===== src/design/vbf_pkg.sv =====
`default_nettype none
// ----------------------------------------------------------------------------
// vbf_pkg: shared types and constants of the voice band-pass FIR
// Coefficient table, controller state type and the command and status
// bundles that join the controller and the datapath.
// ----------------------------------------------------------------------------
package vbf_pkg;

  localparam int SampleW = 16;
  localparam int CoefW   = 16;
  localparam int AccW    = 32;
  localparam int TapIdxW = 7;
  localparam int CoefNum = 64;

  localparam logic signed [CoefW-1:0] COEF_TABLE [CoefNum] = '{
    16'sd1237,   16'sd507,    -16'sd869,   -16'sd1251,  -16'sd343,
    -16'sd105,   -16'sd614,   -16'sd236,   16'sd316,    -16'sd110,
    -16'sd67,    16'sd683,    16'sd407,    16'sd57,     16'sd866,
    16'sd823,    -16'sd13,    16'sd629,    16'sd945,    -16'sd391,
    -16'sd211,   16'sd656,    -16'sd1010,  -16'sd1656,  16'sd31,
    -16'sd1524,  -16'sd3612,  -16'sd674,   -16'sd1033,  -16'sd6749,
    -16'sd1137,  16'sd14332,  16'sd14332,  -16'sd1137,  -16'sd6749,
    -16'sd1033,  -16'sd674,   -16'sd3612,  -16'sd1524,  16'sd31,
    -16'sd1656,  -16'sd1010,  16'sd656,    -16'sd211,   -16'sd391,
    16'sd945,    16'sd629,    -16'sd13,    16'sd823,    16'sd866,
    16'sd57,     16'sd407,    16'sd683,    -16'sd67,    -16'sd110,
    16'sd316,    -16'sd236,   -16'sd614,   -16'sd105,   -16'sd343,
    -16'sd1251,  -16'sd869,   16'sd507,    16'sd1237
  };

  // Taps past the end of the table have a zero coefficient.
  function automatic logic signed [CoefW-1:0] coef_at(input logic [TapIdxW-1:0] idx);
    logic signed [CoefW-1:0] c;
    c = '0;
    if (idx < TapIdxW'(CoefNum)) begin
      c = COEF_TABLE[idx[5:0]];
    end
    return c;
  endfunction

  typedef enum logic [1:0] {
    ST_IDLE,
    ST_RUN,
    ST_DRAIN,
    ST_LOAD
  } vbf_state_t;

  typedef struct packed {
    logic accept;
    logic issue;
    logic load;
  } vbf_cmd_t;

  typedef struct packed {
    logic last_tap;
    logic busy;
    logic out_free;
  } vbf_stat_t;

endpackage
`default_nettype wire


===== src/design/vbf_ctrl.sv =====
`default_nettype none
// ----------------------------------------------------------------------------
// vbf_ctrl: sequencer of the voice band-pass FIR
// Takes a sample, steps the datapath through one multiply-accumulate per
// tap, waits for the pipeline to empty and loads the output register.
// ----------------------------------------------------------------------------
module vbf_ctrl
  import vbf_pkg::*;
(
  input  wire logic      clk,
  input  wire logic      rst_n,
  input  wire logic      in_valid,
  output logic           in_ready,
  input  wire vbf_stat_t stat,
  output vbf_cmd_t       cmd
);

  vbf_state_t state_r;
  vbf_state_t state_nxt;

  always_ff @(posedge clk) begin
    if (!rst_n) begin
      state_r <= ST_IDLE;
    end else begin
      state_r <= state_nxt;
    end
  end

  always_comb begin
    state_nxt  = state_r;
    in_ready   = 1'b0;
    cmd.accept = 1'b0;
    cmd.issue  = 1'b0;
    cmd.load   = 1'b0;
    case (state_r)
      ST_IDLE: begin
        in_ready = 1'b1;
        if (in_valid) begin
          cmd.accept = 1'b1;
          state_nxt  = ST_RUN;
        end
      end
      ST_RUN: begin
        cmd.issue = 1'b1;
        if (stat.last_tap) begin
          state_nxt = ST_DRAIN;
        end
      end
      ST_DRAIN: begin
        if (!stat.busy) begin
          state_nxt = ST_LOAD;
        end
      end
      ST_LOAD: begin
        if (stat.out_free) begin
          cmd.load  = 1'b1;
          state_nxt = ST_IDLE;
        end
      end
      default: begin
        state_nxt = ST_IDLE;
      end
    endcase
  end

endmodule
`default_nettype wire


===== src/design/vbf_datapath.sv =====
`default_nettype none
// ----------------------------------------------------------------------------
// vbf_datapath: history memory and multiply-accumulate of the voice FIR
// Ring of past samples with a fill count for reset-zero reads, a registered
// multiplier, a 32-bit accumulator and the output register.
// ----------------------------------------------------------------------------
module vbf_datapath
  import vbf_pkg::*;
#(
  parameter int TAP_COUNT     = 64,
  parameter int HISTORY_DEPTH = 128
) (
  input  wire logic                      clk,
  input  wire logic                      rst_n,
  input  wire vbf_cmd_t                  cmd,
  output vbf_stat_t                      stat,
  input  wire logic signed [SampleW-1:0] in_sample,
  output logic                           out_valid,
  input  wire logic                      out_ready,
  output logic signed [SampleW-1:0]      out_sample
);

  localparam int PtrW = $clog2(HISTORY_DEPTH);
  localparam int FillW = $clog2(HISTORY_DEPTH + 1);
  localparam int TapW = (TAP_COUNT > 1) ? $clog2(TAP_COUNT) : 1;

  logic signed [SampleW-1:0] hist_mem [HISTORY_DEPTH];

  logic [PtrW-1:0]           wr_ptr_r;
  logic [FillW-1:0]          fill_r;
  logic [PtrW-1:0]           rd_ptr_r;
  logic [TapW-1:0]           tap_r;
  logic signed [SampleW-1:0] rd_data_r;
  logic                      rd_ok_r;
  logic                      rd_vld_r;
  logic signed [CoefW-1:0]   coef_r;
  logic signed [AccW-1:0]    prod_r;
  logic                      prod_vld_r;
  logic signed [AccW-1:0]    acc_r;
  logic                      out_valid_r;
  logic signed [SampleW-1:0] out_data_r;
  logic signed [SampleW-1:0] samp_m;

  always_ff @(posedge clk) begin
    if (cmd.accept) begin
      hist_mem[wr_ptr_r] <= in_sample;
    end
    if (cmd.issue) begin
      rd_data_r <= hist_mem[rd_ptr_r];
    end
  end

  always_ff @(posedge clk) begin
    if (!rst_n) begin
      wr_ptr_r <= '0;
      fill_r   <= '0;
    end else if (cmd.accept) begin
      wr_ptr_r <= (wr_ptr_r == PtrW'(HISTORY_DEPTH - 1)) ? '0 : wr_ptr_r + PtrW'(1);
      if (fill_r != FillW'(HISTORY_DEPTH)) begin
        fill_r <= fill_r + FillW'(1);
      end
    end
  end

  always_ff @(posedge clk) begin
    if (cmd.accept) begin
      rd_ptr_r <= wr_ptr_r;
      tap_r    <= '0;
    end else if (cmd.issue) begin
      rd_ptr_r <= (rd_ptr_r == '0) ? PtrW'(HISTORY_DEPTH - 1) : rd_ptr_r - PtrW'(1);
      tap_r    <= tap_r + TapW'(1);
    end
    if (cmd.issue) begin
      rd_ok_r <= FillW'(rd_ptr_r) < fill_r;
      coef_r  <= coef_at(TapIdxW'(tap_r));
    end
  end

  assign samp_m = rd_ok_r ? rd_data_r : '0;

  always_ff @(posedge clk) begin
    prod_r <= samp_m * coef_r;
    if (cmd.accept) begin
      acc_r <= '0;
    end else if (prod_vld_r) begin
      acc_r <= acc_r + prod_r;
    end
    if (cmd.load) begin
      out_data_r <= acc_r[AccW-1:AccW-SampleW];
    end
  end

  always_ff @(posedge clk) begin
    if (!rst_n) begin
      rd_vld_r    <= 1'b0;
      prod_vld_r  <= 1'b0;
      out_valid_r <= 1'b0;
    end else begin
      rd_vld_r   <= cmd.issue;
      prod_vld_r <= rd_vld_r;
      if (cmd.load) begin
        out_valid_r <= 1'b1;
      end else if (out_ready) begin
        out_valid_r <= 1'b0;
      end
    end
  end

  assign stat.last_tap = (tap_r == TapW'(TAP_COUNT - 1));
  assign stat.busy     = rd_vld_r | prod_vld_r;
  assign stat.out_free = !out_valid_r | out_ready;

  assign out_valid  = out_valid_r;
  assign out_sample = out_data_r;

endmodule
`default_nettype wire


===== src/design/voice_bandpass_fir_core.sv =====
`default_nettype none
// ----------------------------------------------------------------------------
// voice_bandpass_fir_core: 64-tap band-pass FIR for 8 kHz voice
// Symmetric 300 to 2400 Hz band-pass over a ring of past samples, one
// multiply-accumulate per tap, output is accumulator bits 31..16 (wraps).
//
//   Channel  Direction  Handshake              Payload
//   in       input      in_valid / in_ready    in_sample_in (s16)
//   out      output     out_valid / out_ready  out_filtered_out (s16)
//
// Each beat is taken and written to the history memory, then each tap goes
// through the single memory read port and multiplier, the multiply pipeline
// drains and the output register is loaded.
// A new input beat is taken while an earlier result waits in the output
// register; the load waits only if that register is still occupied.
// Reset is synchronous; the history reads as zero until written.
// ----------------------------------------------------------------------------
module voice_bandpass_fir_core
  import vbf_pkg::*;
#(
  parameter int TAP_COUNT     = 64,
  parameter int HISTORY_DEPTH = 128
) (
  input  wire logic                      clk,
  input  wire logic                      rst_n,
  input  wire logic                      in_valid,
  output logic                           in_ready,
  input  wire logic signed [SampleW-1:0] in_sample_in,
  output logic                           out_valid,
  input  wire logic                      out_ready,
  output logic signed [SampleW-1:0]      out_filtered_out
);

  vbf_cmd_t  dp_cmd;
  vbf_stat_t dp_stat;

  vbf_ctrl u_ctrl (
    .clk      (clk),
    .rst_n    (rst_n),
    .in_valid (in_valid),
    .in_ready (in_ready),
    .stat     (dp_stat),
    .cmd      (dp_cmd)
  );

  vbf_datapath #(
    .TAP_COUNT     (TAP_COUNT),
    .HISTORY_DEPTH (HISTORY_DEPTH)
  ) u_datapath (
    .clk        (clk),
    .rst_n      (rst_n),
    .cmd        (dp_cmd),
    .stat       (dp_stat),
    .in_sample  (in_sample_in),
    .out_valid  (out_valid),
    .out_ready  (out_ready),
    .out_sample (out_filtered_out)
  );

  a_no_back_to_back_accept : assert property (
    @(posedge clk) disable iff (!rst_n) (in_valid && in_ready) |=> !in_ready
  ) else $error("Input beat taken while the previous one is in progress.");

  a_idle_pipeline_empty : assert property (
    @(posedge clk) disable iff (!rst_n) dp_stat.busy |-> !in_ready
  ) else $error("Multiply pipeline busy while the sequencer is idle.");

  a_load_into_free_slot : assert property (
    @(posedge clk) disable iff (!rst_n) dp_cmd.load |-> dp_stat.out_free
  ) else $error("Result loaded over an output beat not yet taken.");

endmodule
`default_nettype wire

===== config.mk =====
export PLATFORM = sky130hd
export DESIGN_NAME = voice_bandpass_fir_core
export DESIGN_NICKNAME = d
export VERILOG_FILES = /design/src/design/vbf_pkg.sv /design/src/design/vbf_ctrl.sv /design/src/design/vbf_datapath.sv /design/src/design/voice_bandpass_fir_core.sv
export SDC_FILE = /design/constraint.sdc
export NUM_CORES = 2
export LEC_CHECK = 0
export BUFFER_PORTS_ARGS = -buffer_cell sky130_fd_sc_hd__buf_2
export CAP_MARGIN = 20
export CELL_PAD_IN_SITES_DETAIL_PLACEMENT = 1
export CELL_PAD_IN_SITES_GLOBAL_PLACEMENT = 1
export CORE_UTILIZATION = 60
export CTS_CLUSTER_DIAMETER = 50
export DETAILED_ROUTE_END_ITERATION = 7
export MAX_ROUTING_LAYER = met4
export PLACE_DENSITY_LB_ADDON = 0.25
export SLEW_MARGIN = 20
export SYNTH_ARGS = -nofsm -noshare
export SYNTH_HDL_FRONTEND = slang
export SYNTH_HIERARCHICAL = 1
export SYNTH_SLANG_ARGS = --single-unit

===== constraint.sdc =====
create_clock -name clk -period 17.9 [get_ports clk]
set_clock_uncertainty 0.05 [all_clocks]
set_input_delay 1.79 -clock clk [delete_from_list [all_inputs] [get_ports clk]]
set_output_delay 1.79 -clock clk [all_outputs]
set_load 0.05 [all_outputs]

==> impl_metrics.ini <==
[outcome]
status = completed

[worst_setup_path]
ff2ff_setup_slack_ns = 9.64
worst_setup_path_start_kind = register
cpMaxStageDelayCell = edfxtp_1
crit_chain = buf_4, and2_1, nand2_1, fa_1, inv_1, fa_1, inv_1, fa_1, inv_1, fa_1, fa_1, inv_1, fa_1, inv_1, ha_1, and3_1, a221o_1, nand3_1, a41oi_1, nor2_1, o21ai_0, a211oi_1, a21oi_1, xnor2_1
crit_arrival_ns = 8.91
crit_type = register to register
crit_top_cell = fa_1
cpPeakStageDelay_ns = 0.97
crit_family = adder cells
crit_buf_inv = 6
crit_path_end_kind = register
cp_max_fo = 103
required_ns = 18.55

[sta]
post-route-min-period_ns = 8.261
slew_viol_final = 0
fmax_ghz = 0.1211
max_slew_margin_pct = 17.35
rsz0062_at_grt = no
worstMarginPinSlew_ns = 1.229
fin_tns_setup_ns = 0
hold_slack_ns = 0.4043
finalHoldViolCount = 0
setup_viol = 0
finalCritPeriodShare_pct = 46.15

[drt]
drcViolationCount = 0
wire_per_inst_um = 35.43
routed_wl_mm = 268.4
firstDrtPassIters = 5
viasPerCell = 6.855
ant_nets = 0
num_vias = 51920
drt_iter0_markers = 6362

[global_route]
grt_max_degree = 117
antenna_found_initial = 8
track_usage_pct = 34.84
grt_pass1_wl_mm = 386.8
grt_overflow_total = 0
grt_pass1_vias = 54930

[clocking]
htreeDepth = 4
post_cts_resized = 0
root_buffer = clkbuf_16
cts.clk_slew.worst_paths_ns = 0.06
cts_buffer_depth = 3
cts_sinks = 2193
cts_tree = done
ctsHoldBuffers = 0
clk_latency_ns = 0.90
cts_setup_buffers = 0
numCtsBuffers = 218

[floorplanning]
dieArea_um2 = 162000
dieWidth_um = 402.5
row_count = 146
io_pins = 38
start_util_pct = 60.63
fp.dieH_um = 402.5
core_um2 = 158700

[placed_design]
dp_hpwl_mm = 155.7
place_congestion = 0.8655
portBuffers = 37

[yosys]
syn-cell-area_um2 = 96250
syn_avg_cell_area_um2 = 18.74
synthTopCellsByArea = edfxtp_1 (66%), mux4_2 (15%), fa_1 (5.5%)
yosysMostFrequentCell = edfxtp_1
synthDistinctLibCells = 64
syn-num-nets = 5560
yosys.area.top_type = edfxtp_1
yosys_warnings = 6
async_reset_ff_share_pct = 0
synth_top_area_share_pct = 65.61
synth_cells = 5137
synth_common_cells = edfxtp_1 (2103), mux4_2 (631), inv_1 (322)
ys.flop_type = edfxtp_1
ys_seq_area_share_pct = 67.48
synth-seq-cells = 2193
synth-edff-count = 2103

[cells_and_area]
area_delta_synth_final_pct = 10.89
nFillCells = 12880
drive_above_1_share_pct = 22.05
fin_util_pct = 67.23
layout.nets = 5735

[worst_hold_path]
min_path_type = register to register

[flow_run]
maxCapViolCount = 0
## placed cells by master, fill, tap and decap left out, types with 16 or more instances in the layout
master        n
edfxtp_1   2103
mux4_2      631
inv_1       322
fa_1        264
nor2_1      251
nand2_1     232
clkbuf_16   220
buf_4       196
ha_1        138
and3_1      128
a21oi_1      91
mux2i_1      90
dfxtp_1      89
o21ai_0      77
xnor2_1      57
clkinv_1     49
clkinv_2     44
nand3_1      42
clkbuf_1     31
and2_1       27
a21o_1       27
bufinv_16    24
o22ai_1      22
buf_2        21
xor2_1       20
nor2b_1      19
a211oi_1     19
nor3_1       19
o221ai_1     19
nand4_1      16
## cells by family (layout without fill, tap and decap cells)
group / after synthesis / in the layout / share of synthesized area (%)
mux: 723 / 723 / 15.72
buf+inv: 594 / 957 / 2.558
flops: 2193 / 2193 / 67.48
other cells: 0 / 2 / 0
compound gates: 363 / 363 / 2.473
simple gates: 784 / 784 / 3.761
fa+ha+maj: 403 / 403 / 7.298
xor+xnor: 77 / 77 / 0.7007
## per-layer routing
layer / share of wire [%] / GRT usage [%]
met1: 36 / 45.09
met2: 49 / 54.89
met3: 10 / 6.935
met4: 4.6 / 14.22
met5: 0 / -
## registers in the layout, summed over array words and instances (netlist names)
| signal | count |
|---|---|
| u_datapath/hist_mem | 2048 |
| u_datapath/acc_r | 32 |
| u_datapath/prod_r | 32 |
| u_datapath/out_sample | 16 |
| u_datapath/rd_data_r | 16 |
| u_datapath/coef_r | 15 |
| u_datapath/fill_r | 8 |
| u_datapath/rd_ptr_r | 7 |
| u_datapath/wr_ptr_r | 7 |
| u_datapath/tap_r | 6 |
| u_ctrl/state_r | 2 |
| u_datapath/out_valid | 1 |
| u_datapath/prod_vld_r | 1 |
| u_datapath/rd_ok_r | 1 |
| u_datapath/rd_vld_r | 1 |
## worst reg2reg max path: stages (launching register included)
cell and delay (ns):
edfxtp_1 0.97, buf_4 0.76, and2_1 0.51, nand2_1 0.13
fa_1 0.58, inv_1 0.06, fa_1 0.50, inv_1 0.06
fa_1 0.53, inv_1 0.05, fa_1 0.47, fa_1 0.49
inv_1 0.05, fa_1 0.47, inv_1 0.04, ha_1 0.36
and3_1 0.25, a221o_1 0.32, nand3_1 0.12, a41oi_1 0.18
nor2_1 0.27, o21ai_0 0.19, a211oi_1 0.37, a21oi_1 0.15
xnor2_1 0.14
## area by class of cell
| cell class | count | area, um^2 | area share (%) |
|---|---|---|---|
| flip-flops and latches | 2193 | 64950 | 60.86 |
| multi-input cells | 2350 | 28890 | 27.07 |
| clock inverters | 157 | 1712 | 1.604 |
| clock buffers | 251 | 5622 | 5.267 |
| inverters | 323 | 1217 | 1.141 |
| diodes | 2 | 5.005 | 0.004689 |
| well taps | 2072 | 2592 | 2.429 |
| repair buffers | 226 | 1739 | 1.630 |
## path summary, 6_finish.rpt
check | from | endpoint | depth (start not counted)
setup / recovery | u_datapath/rd_ok_r$_DFFE_PP_ | u_datapath/prod_r[31]$_DFF_P_ | 24
hold / removal | u_datapath/rd_vld_r$_SDFF_PN0_ | u_datapath/prod_vld_r$_SDFF_PN0_ | 1
setup reg to reg | u_datapath/rd_ok_r$_DFFE_PP_ | u_datapath/prod_r[31]$_DFF_P_ | 24
hold reg to reg | u_datapath/rd_vld_r$_SDFF_PN0_ | u_datapath/prod_vld_r$_SDFF_PN0_ | 1
## per-stage QoR
step / instances / instance area (um^2) / setup WS [ns]
finish: 7574 / 106700 / 9.639
global route: 7574 / 106700 / 9.129
CTS: 7571 / 106700 / 9.725
detailed placement: 7163 / 99370 / 9.844
global placement: 7163 / 99360 / 10.11
floorplan: 5137 / 96250 / 11.47
Power is left out: the tool's default activity adds up to more than one toggle a clock period on the data nets, which glitch-free logic cannot reach.
